[config.mk]
export PLATFORM = sky130hd
export DESIGN_NAME = bit_inequality_classify_normalize_top
export DESIGN_NICKNAME = d
export VERILOG_FILES = /design/src/rtl/core/bicn_pkg.sv /design/src/rtl/core/bit_inequality_classify_normalize_top.sv
export SDC_FILE = /design/constraint.sdc
export NUM_CORES = 1
export LEC_CHECK = 0
export BUFFER_PORTS_ARGS = -buffer_cell sky130_fd_sc_hd__buf_4
export CAP_MARGIN = 10
export CORE_MARGIN = 1.5
export CORE_UTILIZATION = 56
export CTS_BUF_LIST = sky130_fd_sc_hd__clkbuf_4 sky130_fd_sc_hd__clkbuf_8 sky130_fd_sc_hd__clkbuf_16
export DETAILED_ROUTE_END_ITERATION = 10
export GPL_TIMING_DRIVEN = 0
export PLACE_DENSITY_LB_ADDON = 0.05
export RECOVER_POWER = 100
export SETUP_SLACK_MARGIN = 0.15
export SYNTH_ARGS = -nofsm -noshare
export SYNTH_HDL_FRONTEND = slang
export SYNTH_SLANG_ARGS = --single-unit
[constraint.sdc]
create_clock -name aclk -period 7.2 [get_ports aclk]
set_input_delay 0.36 -clock aclk [delete_from_list [all_inputs] [get_ports aclk]]
set_output_delay 0.36 -clock aclk [all_outputs]
set_load 0.02 [all_outputs]
[src/rtl/core/bicn_pkg.sv]
// package with sizes and action codes for the inequality classify and normalize block
`timescale 1ns / 1ps
`default_nettype none

package bicn_pkg;

    localparam int MAX_DIMS = 8;
    localparam int TERM_W   = 16;
    localparam int SLOTS    = MAX_DIMS + 1;
    localparam int IDX_W    = $clog2(SLOTS);
    localparam int DIMS_W   = 4;
    localparam int SUM_W    = TERM_W + $clog2(SLOTS) + 1;
    localparam int CNT_W    = $clog2(TERM_W);

    localparam int IN_W   = 32;
    localparam int USER_W = 2;
    localparam int OUT_W  = 40;

    typedef enum logic [1:0] {
        ACT_WRITE     = 2'd0,
        ACT_READ      = 2'd1,
        ACT_NORMALIZE = 2'd2,
        ACT_CLASSIFY  = 2'd3
    } action_t;

    typedef enum logic [1:0] {
        CLS_INSIDE  = 2'd0,
        CLS_ON      = 2'd1,
        CLS_OUTSIDE = 2'd2
    } point_class_t;

    typedef logic signed [TERM_W-1:0] term_t;

endpackage

`default_nettype wire

[src/rtl/core/bit_inequality_classify_normalize_top.sv]
// linear inequality store with point classify and gcd normalize on one shared divider
//
// input stream s_*: s_tuser carries the action (write, read, normalize, classify),
// s_tdata the slot index, the coefficient value and the point bit-vector.
// output stream m_*: one result transaction per input transaction, in order.
// cfg_wr_en / cfg_wr_data set dims_in_use (clamped to 1..MAX_DIMS); the user must write
// them only while idle, the block does not enforce this. one transaction is worked on at
// a time; s_tready is low while busy and while a result still waits in the output register,
// and rises the cycle after the result transaction is taken.
// write and read: the result is valid in the cycle after acceptance.
// classify: one adder step per coefficient.
// normalize: per term a fetch step, then one pass of the shared restoring divider for
// each remainder step of the euclid loop, then a divide-back pass over every term
// when the gcd exceeds one, or none when the gcd is one.
// a stall on m_tready holds the result and blocks new input.
// reset (aresetn low, synchronous) clears all coefficients, sets dims_in_use to
// MAX_DIMS and empties the output register.
`timescale 1ns / 1ps
`default_nettype none

module bit_inequality_classify_normalize_top (
    input  wire logic                        aclk,
    input  wire logic                        aresetn,
    input  wire logic                        cfg_wr_en,
    input  wire logic [bicn_pkg::DIMS_W-1:0] cfg_wr_data,
    input  wire logic                        s_tvalid,
    output logic                             s_tready,
    // term_index[3:0], term_value[19:4], point[27:20], zero pad
    input  wire logic [bicn_pkg::IN_W-1:0]   s_tdata,
    // action[1:0]
    input  wire logic [bicn_pkg::USER_W-1:0] s_tuser,
    output logic                             m_tvalid,
    input  wire logic                        m_tready,
    // point_class[1:0], divisor[17:2], read_value[33:18], zero_vector[34], zero pad
    output logic [bicn_pkg::OUT_W-1:0]       m_tdata
);

    import bicn_pkg::*;

    typedef enum logic [2:0] {
        ST_IDLE,
        ST_CLS_RUN,
        ST_GCD_FETCH,
        ST_GCD_DIV,
        ST_NORM_FETCH,
        ST_NORM_DIV
    } state_t;

    state_t               state_reg;
    term_t                store_reg [SLOTS];
    logic [DIMS_W-1:0]    dims_reg;
    logic [IDX_W-1:0]     j_reg;
    logic [7:0]           point_reg;
    logic signed [SUM_W-1:0] sum_reg;
    logic [TERM_W-1:0]    g_reg;
    logic                 neg_reg;
    logic [TERM_W-1:0]    div_acc_reg;
    logic [TERM_W-1:0]    div_q_reg;
    logic [TERM_W-1:0]    div_d_reg;
    logic [CNT_W-1:0]     div_cnt_reg;
    logic                 out_valid_reg;
    logic [1:0]           out_cls_reg;
    logic [15:0]          out_div_reg;
    logic [15:0]          out_rd_reg;
    logic                 out_zv_reg;

    action_t              in_action;
    logic [3:0]           in_index;
    logic signed [15:0]   in_value;
    logic [7:0]           in_point;
    logic                 in_accept;
    logic                 idx_ok;
    logic [IDX_W-1:0]     rd_addr;
    term_t                rd_term;
    logic [TERM_W-1:0]    rd_mag;
    logic                 j_last;
    logic                 div_last;
    logic [TERM_W:0]      div_sh;
    logic [TERM_W:0]      div_trial;
    logic                 div_ge;
    logic [TERM_W-1:0]    div_acc_next;
    logic [TERM_W-1:0]    div_q_next;
    logic [DIMS_W-1:0]    cfg_dims;
    logic                 pt_bit;

    assign in_action = action_t'(s_tuser[1:0]);
    assign in_index  = s_tdata[3:0];
    assign in_value  = s_tdata[19:4];
    assign in_point  = s_tdata[27:20];

    assign s_tready  = (state_reg == ST_IDLE) && !out_valid_reg;
    assign in_accept = s_tvalid && s_tready;
    assign idx_ok    = (32'(in_index) <= MAX_DIMS);

    // single read port into the coefficient registers
    always_comb begin
        if (state_reg == ST_IDLE) begin
            if (in_action == ACT_CLASSIFY) begin
                rd_addr = IDX_W'(dims_reg);
            end else if (idx_ok) begin
                rd_addr = IDX_W'(in_index);
            end else begin
                rd_addr = '0;
            end
        end else begin
            rd_addr = j_reg;
        end
    end

    assign rd_term = store_reg[rd_addr];
    assign rd_mag  = rd_term[TERM_W-1] ? (~rd_term + TERM_W'(1)) : rd_term;
    assign j_last  = (j_reg == IDX_W'(dims_reg));
    assign pt_bit  = (32'(j_reg) < 8) ? point_reg[j_reg[2:0]] : 1'b0;

    // restoring divider step
    assign div_sh       = {div_acc_reg, div_q_reg[TERM_W-1]};
    assign div_trial    = div_sh - {1'b0, div_d_reg};
    assign div_ge       = !div_trial[TERM_W];
    assign div_acc_next = div_ge ? div_trial[TERM_W-1:0] : div_sh[TERM_W-1:0];
    assign div_q_next   = {div_q_reg[TERM_W-2:0], div_ge};
    assign div_last     = (div_cnt_reg == CNT_W'(TERM_W - 1));

    always_comb begin
        if (cfg_wr_data == '0) begin
            cfg_dims = DIMS_W'(1);
        end else if (32'(cfg_wr_data) > MAX_DIMS) begin
            cfg_dims = DIMS_W'(MAX_DIMS);
        end else begin
            cfg_dims = cfg_wr_data;
        end
    end

    always_ff @(posedge aclk) begin
        if (!aresetn) begin
            state_reg     <= ST_IDLE;
            dims_reg      <= DIMS_W'(MAX_DIMS);
            out_valid_reg <= 1'b0;
            for (int i = 0; i < SLOTS; i++) begin
                store_reg[i] <= '0;
            end
        end else begin
            if (cfg_wr_en) begin
                dims_reg <= cfg_dims;
            end
            if (out_valid_reg && m_tready) begin
                out_valid_reg <= 1'b0;
            end
            unique case (state_reg)
                ST_IDLE: begin
                    if (in_accept) begin
                        out_cls_reg <= '0;
                        out_div_reg <= '0;
                        out_rd_reg  <= (in_action == ACT_READ && idx_ok) ? 16'(rd_term) : '0;
                        out_zv_reg  <= 1'b0;
                        j_reg       <= '0;
                        g_reg       <= '0;
                        point_reg   <= in_point;
                        unique case (in_action)
                            ACT_WRITE: begin
                                if (idx_ok) begin
                                    store_reg[IDX_W'(in_index)] <= TERM_W'(in_value);
                                end
                                out_valid_reg <= 1'b1;
                            end
                            ACT_READ: begin
                                out_valid_reg <= 1'b1;
                            end
                            ACT_NORMALIZE: begin
                                state_reg <= ST_GCD_FETCH;
                            end
                            default: begin
                                sum_reg   <= -SUM_W'(rd_term);
                                state_reg <= ST_CLS_RUN;
                            end
                        endcase
                    end
                end
                ST_CLS_RUN: begin
                    if (j_last) begin
                        if (sum_reg > 0) begin
                            out_cls_reg <= CLS_INSIDE;
                        end else if (sum_reg == 0) begin
                            out_cls_reg <= CLS_ON;
                        end else begin
                            out_cls_reg <= CLS_OUTSIDE;
                        end
                        out_valid_reg <= 1'b1;
                        state_reg     <= ST_IDLE;
                    end else begin
                        if (pt_bit) begin
                            sum_reg <= sum_reg + SUM_W'(rd_term);
                        end
                        j_reg <= j_reg + IDX_W'(1);
                    end
                end
                ST_GCD_FETCH: begin
                    if (rd_mag != '0 && g_reg != '0) begin
                        div_q_reg   <= g_reg;
                        div_d_reg   <= rd_mag;
                        div_acc_reg <= '0;
                        div_cnt_reg <= '0;
                        state_reg   <= ST_GCD_DIV;
                    end else if (j_last) begin
                        if (g_reg == '0 && rd_mag == '0) begin
                            out_zv_reg    <= 1'b1;
                            out_valid_reg <= 1'b1;
                            state_reg     <= ST_IDLE;
                        end else begin
                            if (g_reg == '0) begin
                                g_reg <= rd_mag;
                            end
                            j_reg     <= '0;
                            state_reg <= ST_NORM_FETCH;
                        end
                    end else begin
                        if (g_reg == '0) begin
                            g_reg <= rd_mag;
                        end
                        j_reg <= j_reg + IDX_W'(1);
                    end
                end
                ST_GCD_DIV: begin
                    if (div_last) begin
                        div_cnt_reg <= '0;
                        div_acc_reg <= '0;
                        if (div_acc_next == '0) begin
                            g_reg <= div_d_reg;
                            if (j_last) begin
                                j_reg     <= '0;
                                state_reg <= ST_NORM_FETCH;
                            end else begin
                                j_reg     <= j_reg + IDX_W'(1);
                                state_reg <= ST_GCD_FETCH;
                            end
                        end else begin
                            div_q_reg <= div_d_reg;
                            div_d_reg <= div_acc_next;
                        end
                    end else begin
                        div_acc_reg <= div_acc_next;
                        div_q_reg   <= div_q_next;
                        div_cnt_reg <= div_cnt_reg + CNT_W'(1);
                    end
                end
                ST_NORM_FETCH: begin
                    if (g_reg == TERM_W'(1)) begin
                        out_div_reg   <= 16'(g_reg);
                        out_valid_reg <= 1'b1;
                        state_reg     <= ST_IDLE;
                    end else begin
                        div_q_reg   <= rd_mag;
                        div_d_reg   <= g_reg;
                        div_acc_reg <= '0;
                        div_cnt_reg <= '0;
                        neg_reg     <= rd_term[TERM_W-1];
                        state_reg   <= ST_NORM_DIV;
                    end
                end
                ST_NORM_DIV: begin
                    if (div_last) begin
                        store_reg[j_reg] <= neg_reg ? (~div_q_next + TERM_W'(1)) : div_q_next;
                        if (j_last) begin
                            out_div_reg   <= 16'(g_reg);
                            out_valid_reg <= 1'b1;
                            state_reg     <= ST_IDLE;
                        end else begin
                            j_reg     <= j_reg + IDX_W'(1);
                            state_reg <= ST_NORM_FETCH;
                        end
                    end else begin
                        div_acc_reg <= div_acc_next;
                        div_q_reg   <= div_q_next;
                        div_cnt_reg <= div_cnt_reg + CNT_W'(1);
                    end
                end
                default: begin
                    state_reg <= ST_IDLE;
                end
            endcase
        end
    end

    assign m_tvalid = out_valid_reg;
    assign m_tdata  = {5'b0, out_zv_reg, out_rd_reg, out_div_reg, out_cls_reg};

endmodule

`default_nettype wire
* Word-level counts from Yosys, hierarchy flattened
Memories as Yosys holds them, arrays and structs flattened. Cells that the tools add are included.
Storage, ports and cells: register bits after elaboration 145, RAM bits 144, logic and storage cells 213, memories 1
Cells by class: add/subtract/negate cells 7, magnitude comparators 5, equal/unequal tests 32, mux-type cells 109, bitwise gates (word level) 3, reductions and logical operators 40
Memories:
- store_reg | depth 9, width 16, read ports 1, clocked after Yosys merged registers in 0, wr ports 9, RTL line bit_inequality_classify_normalize_top.sv:50 | term_t store_reg [SLOTS];
Operators with widths (number):
- 16-bit 2-to-1 mux | 28
- 16-bit case mux with 3 select lines | 3
- 16-bit case mux with 4 select lines | 2
- 21-bit 2-to-1 mux | 4
- 4-bit 2-to-1 mux | 20
- 16-bit logical NOT | 3
- 21-bit case mux with 2 select lines | 1
- 2-bit inequality test (second input constant) | 18
- 3-bit 2-to-1 mux | 11
- 32-bit logical NOT | 1
- 16-bit inverter | 2
- 16-bit nonzero test | 2
- 16-bit OR reduction | 2
- 6-bit AND reduction | 5
- 1-bit 2-to-1 mux | 28
- 21-bit by 16-bit adder with 21-bit output | 1
- 21-bit by 1-bit greater-than comparator with 1-bit output (second input constant) | 1
- 16-bit negation with 21-bit output | 1
- 4-bit case mux with 5 select lines | 1
- 3-bit case mux with 6 select lines | 1
- 17-bit by 16-bit subtractor with 17-bit output | 1
- 16-bit by 1-bit adder with 16-bit output (second input constant) | 1
- 16-bit by 2-bit adder with 16-bit output (second input constant) | 1
- 16-bit by 1-bit equality test with 1-bit output (second input constant) | 1
- other kinds (37) | 57

* Depth between registers and ports, before layout
An unclocked memory read counts as a cell.
depth after elaboration 14, gate-level depth with buffers 26, mapped depth without buffers 23

* Least setup slack after synthesis
OpenSTA, ideal clock, no wires.
path kind reg-to-reg, start register state_reg[0], end register div_q_reg[0], enable pin, library setup time 0.414 ns, arrival 6.172 ns, data required time 6.786 ns, path slack 0.615 ns, cell stages (with the launch flop) 23, period minus slack after synthesis 6.585 ns, cell sequence dfxtp_1 -> buf_2 -> nor3_4 -> o211ai_2 -> nand2_2 -> buf_6 -> buf_2 -> mux2i_1 -> a32o_1 -> nor2_1 -> o21bai_1 -> ha_1 -> nand4_1 -> nand2_1 -> nand4_2 -> o21ai_0 -> xnor2_1 -> nor4_2 -> nand4b_1 -> ha_1 -> o221ai_1 -> nor2_1 -> a21boi_0
Between the ends: word-level cells in the longest chain between the ends 10, elaborated cells between the ends (all ways) 18
RTL lines:
- from (decl) | RTL line bit_inequality_classify_normalize_top.sv:49 | state_t state_reg;
- from (signal assigned) | RTL line bit_inequality_classify_normalize_top.sv:135 | state_reg <= ST_IDLE;
- from (signal assigned) | RTL line bit_inequality_classify_normalize_top.sv:169 | state_reg <= ST_GCD_FETCH;
- from (signal assigned) | RTL line bit_inequality_classify_normalize_top.sv:173 | state_reg <= ST_CLS_RUN;
- 3-bit logical NOT | RTL line bit_inequality_classify_normalize_top.sv:97 | if (state_reg == ST_IDLE) begin
- 4-bit 2-to-1 mux | RTL line bit_inequality_classify_normalize_top.sv:97
- memory read 9 x 16 bit
- 16-bit inverter | RTL line bit_inequality_classify_normalize_top.sv:111 | assign rd_mag = rd_term[TERM_W-1] ? (~rd_term + TERM_W'(1)) : rd_term;
- 16-bit by 2-bit adder with 16-bit output | RTL line bit_inequality_classify_normalize_top.sv:111
- 16-bit 2-to-1 mux | RTL line bit_inequality_classify_normalize_top.sv:111
- 16-bit nonzero test | RTL line bit_inequality_classify_normalize_top.sv:197 | if (rd_mag != '0 && g_reg != '0) begin
- 1-bit logical AND | RTL line bit_inequality_classify_normalize_top.sv:197
- 2-bit inequality test (no line)
- 6-bit AND reduction (no line) *
- to (signal assigned) | RTL line bit_inequality_classify_normalize_top.sv:198 | div_q_reg <= g_reg;
- to (signal assigned) | RTL line bit_inequality_classify_normalize_top.sv:236 | div_q_reg <= div_d_reg;
- to (signal assigned) | RTL line bit_inequality_classify_normalize_top.sv:241 | div_q_reg <= div_q_next;
- to (decl) | RTL line bit_inequality_classify_normalize_top.sv:58 | logic [TERM_W-1:0] div_q_reg;
Mark *: on every way between the ends. The rest lies on a longest branch, timed or not. A chain may end at the register's enable or synchronous reset.

* Worst setup path after layout
start register state_reg[1], end register div_q_reg[12], enable pin
Between the ends: word-level cells in the longest chain between the ends 10, elaborated cells between the ends (all ways) 18
RTL lines:
- 3-bit logical NOT * | RTL line bit_inequality_classify_normalize_top.sv:97
- 4-bit 2-to-1 mux * | RTL line bit_inequality_classify_normalize_top.sv:97
- memory read 9 x 16 bit *
- via rd_term[1] | RTL line bit_inequality_classify_normalize_top.sv:74 | term_t rd_term;
- 16-bit inverter | RTL line bit_inequality_classify_normalize_top.sv:111
- 16-bit by 2-bit adder with 16-bit output | RTL line bit_inequality_classify_normalize_top.sv:111
- 16-bit 2-to-1 mux * | RTL line bit_inequality_classify_normalize_top.sv:111
- 16-bit nonzero test * | RTL line bit_inequality_classify_normalize_top.sv:197
- 1-bit logical AND * | RTL line bit_inequality_classify_normalize_top.sv:197
- 2-bit inequality test (no line) *
- 6-bit AND reduction (no line) *
The timed path passes the listed nets; every way through them passes the cells marked *.

==> results.md <==
* Status: complete, but fails checks
* Violated checks: max-capacitance violations, max-slew violations
* Simple-Gate Fraction of Synth Area at 16.7%
* Syn. warnings at 0
* Area of the mapped netlist at 21300 um^2
* Largest net degree at the start of global routing at 26
* Max Fclk at 146 MHz
* CP Cell Sequence: or3_1 -> nand2b_1 -> clkbuf_1 -> nand3_1 -> a32o_1 -> a221oi_1 -> nor2_1 -> nor2_1 -> inv_1 -> ha_1 -> nand4_1 -> nand2_1 -> nand4_2 -> o21ai_0 -> xnor2_2 -> nor4_2 -> nand4b_1 -> ha_1 -> o221ai_1 -> nor2_4 -> buf_8 -> a21boi_4 -> buf_6
* Clock Latency Late Sink at 0.59 ns
* Initial Util at 56.8%
* Synth Register Bits at 401
* Synth Area in XOR/XNOR at 2.87%
* Synth Area in Compound Gates at 14.2%
* Total GRT Usage at 34.9%
* Fin. max-slew vios at 8
* Post-synthesis sequential area ratio at 56.0%
* IO Count at 85
* Number of global-route vias before repair at 16000
* Grt ovf at 0
* Hold Crit Class: primary input to register
* PwrDens at 512 nW/um^2
* Area contributors post-synth: edfxtp_1, nor2_1, nand2_1
* Die area at 39300 um^2
* Reg clk slew, reported paths at 0.06 ns
* Post-synth EDFFs at 393
* Num rows at 71
* WL final at 67.8 mm
* First-pass GRT wire length at 99.5 mm
* Syn Area/Cell at 10.8 um^2
* Cell type with the largest total area after synthesis: edfxtp_1
* CP Launch Point: state_reg[1]$_SDFFE_PN0P_
* CTS buffer count at 44
* Synth Area in Adders at 2.71%
* Die Span X at 198 um
* Synth unique cells at 91
* Height of the chip at 198 um
* Max Cap Viol at 2
* Final WS setup at 0.359 ns
* DP Wirelength at 49.1 mm
* CP startpoint kind: register
* Sink Count at 401
* Setup-failing EPs final at 0
* Post-synth top area share at 55.3%
* Diode count at 0
* Design area at 24200 um^2
* Max FFs per register at 256
* Syn Inst Count at 1974
* DRT antenna net count at 0
* Root cell of the clock tree: clkbuf_16
* Layout area overhead at 13.1%
* Max VDD drop at 0.304 mV
* Via/cell ratio at 6.35
* RSZ-0062 raised after global routing: false
* Actual slew at the worst max-slew pin at 1.72 ns
* Fill cell count at 3093
* DR vias at 16900
* Largest family of logic cells by synthesized area: simple AND/OR/NAND/NOR gates
* WP data required at 7.49 ns
* Min Tclk post-route at 6.84 ns
* Hold path start: cfg_wr_data[1]
* WS Path Type: register to register
* Worst setup EP type: register
* Dpl cell area at 22800 um^2
* # DRC at 0
* Most numerous cell in the Yosys netlist: edfxtp_1
* Drt wl/cell at 25.4 um
* Placer Congestion at 0.929
* Rel. slew slack at -16.3%
* Crit-path max cell delay at 0.55 ns
* Top FF cell, synth: edfxtp_1
* Mux contribution to synthesized area at 3.94%
* Setup TNS at 0 ns
* Initial antenna violation count at 1
* P_leak at 8.97 nW
* Bufs on Longest Clock Path at 3
* Dpl ws at -0.622 ns
* Share of cells above drive strength 1 at 9.74%
* Setup Skew at 0.0285 ns
* R2R Path Start: state_reg[1]$_SDFFE_PN0P_
* Core ar. at 37600 um^2
* Critical path fanouts, max at 17
* WP data arrival at 7.13 ns
* H-tree lvl count at 2
* Final hold vios at 0
* Post-synth top cells: edfxtp_1, nor2_1, nand2_1
* Fin nets at 2212
* Fraction of registers with async set or reset after synthesis at 0%
* Slowest cell on the critical path: clkbuf_1
* Count of buffers from port buffering at 75
* CTS tree: yes
* Drt pass-1 iters at 8
* Fin crit share at 95.0%
* 1st-iter DRT viols at 1743
power breakdown:
part	leakage (nW)	switching, W	total, W	internal [W]
combinational	4.40	0.00457	0.00690	0.00233
clock	0.726	0.000955	0.00232	0.00136
sequential	3.84	0.000151	0.00316	0.00301
kinds of logic after synthesis:
group | after synthesis
buffers and inverters | 176
muxes | 71
DFF | 401
other | 1
adders and majority gates | 45
AOI/OAI and AO/OA | 444
xor gates and xnor gates | 70
and+or+nand+nor | 766
final timing paths:
check,depth (start not counted),slack [ns],to
worst max-delay path,23,0.36,div_q_reg[12]$_DFFE_PP_
worst max register to register,23,0.36,div_q_reg[12]$_DFFE_PP_
worst min-delay path,3,0.07,dims_reg[1]$_SDFFE_PN0P_
worst min register to register,2,0.53,dims_reg[0]$_SDFFE_PN0P_
worst max-delay path, delay by kind of cell (launching register included):
kind                     cells  cell delay, ns
adder cells (fa/ha/maj)      2            0.60
flip-flops                   1            0.35
buffers and inverters        4            1.18
AND/OR/NAND/NOR             11            2.54
AO/OA/AOI/OAI                5            1.46
XOR/XNOR                     1            0.40
timing repair:
item                                    CTS  global route
hold buffers                              8             0
gates resized for setup                   7            12
setup buffers                             0             2
endpoints found under the setup margin   36            36
pin swaps                                 0             1
hold endpoints to repair                  8             0
cells in the final DEF (no fill, tap or decap), drive strengths merged, types with 15 or more instances in the layout:
master,n
nand2,203
edfxtp,393
or3,20
inv,65
nand2b,26
xnor2,40
a211oi,37
nand3,53
ha,43
a21o,15
clkbuf,174
a21oi,103
clkinv,21
nor3,15
o21ai,105
nor2b,31
nor2,294
buf,80
a221oi,15
mux2i,57
o211ai,21
xor2,30
and3,29
and2,46
o2111ai,15
through the flow:
step	hold slack (ns)	total power, W	instances	utilization, %
after global placement	0.504	0.00971	2564	60.1
after floorplan	0.459	0.00765	1978	-
after CTS	0.0494	0.0122	2664	64.9
final	0.0735	0.0124	2668	64.3
after detailed placement	0.523	0.00983	2577	60.6
after global routing	0.0815	0.0130	2668	64.3
layer usage:
metal	up-vias	track usage [%]	routed length (um)
met5	-	0	0
met4	0	15.9	3210
met3	181	6.15	6460
met2	950	56.7	31900
met1	8209	45.8	26300
li1	7597	-	-
layout make-up:
| type | instances | area [um^2] | share of cell area, % |
|---|---|---|---|
| sequential | 401 | 12000 | 49.5 |
| timing repair buffer | 100 | 611 | 2.53 |
| tap | 511 | 639 | 2.65 |
| buffer | 112 | 517 | 2.14 |
| clock buffer | 50 | 1180 | 4.90 |
| inverter | 64 | 240 | 0.995 |
| clock inverter | 29 | 289 | 1.20 |
| multi-input combinational | 1401 | 8710 | 36.1 |
No activity file was read; power rests on OpenSTA's default activity.
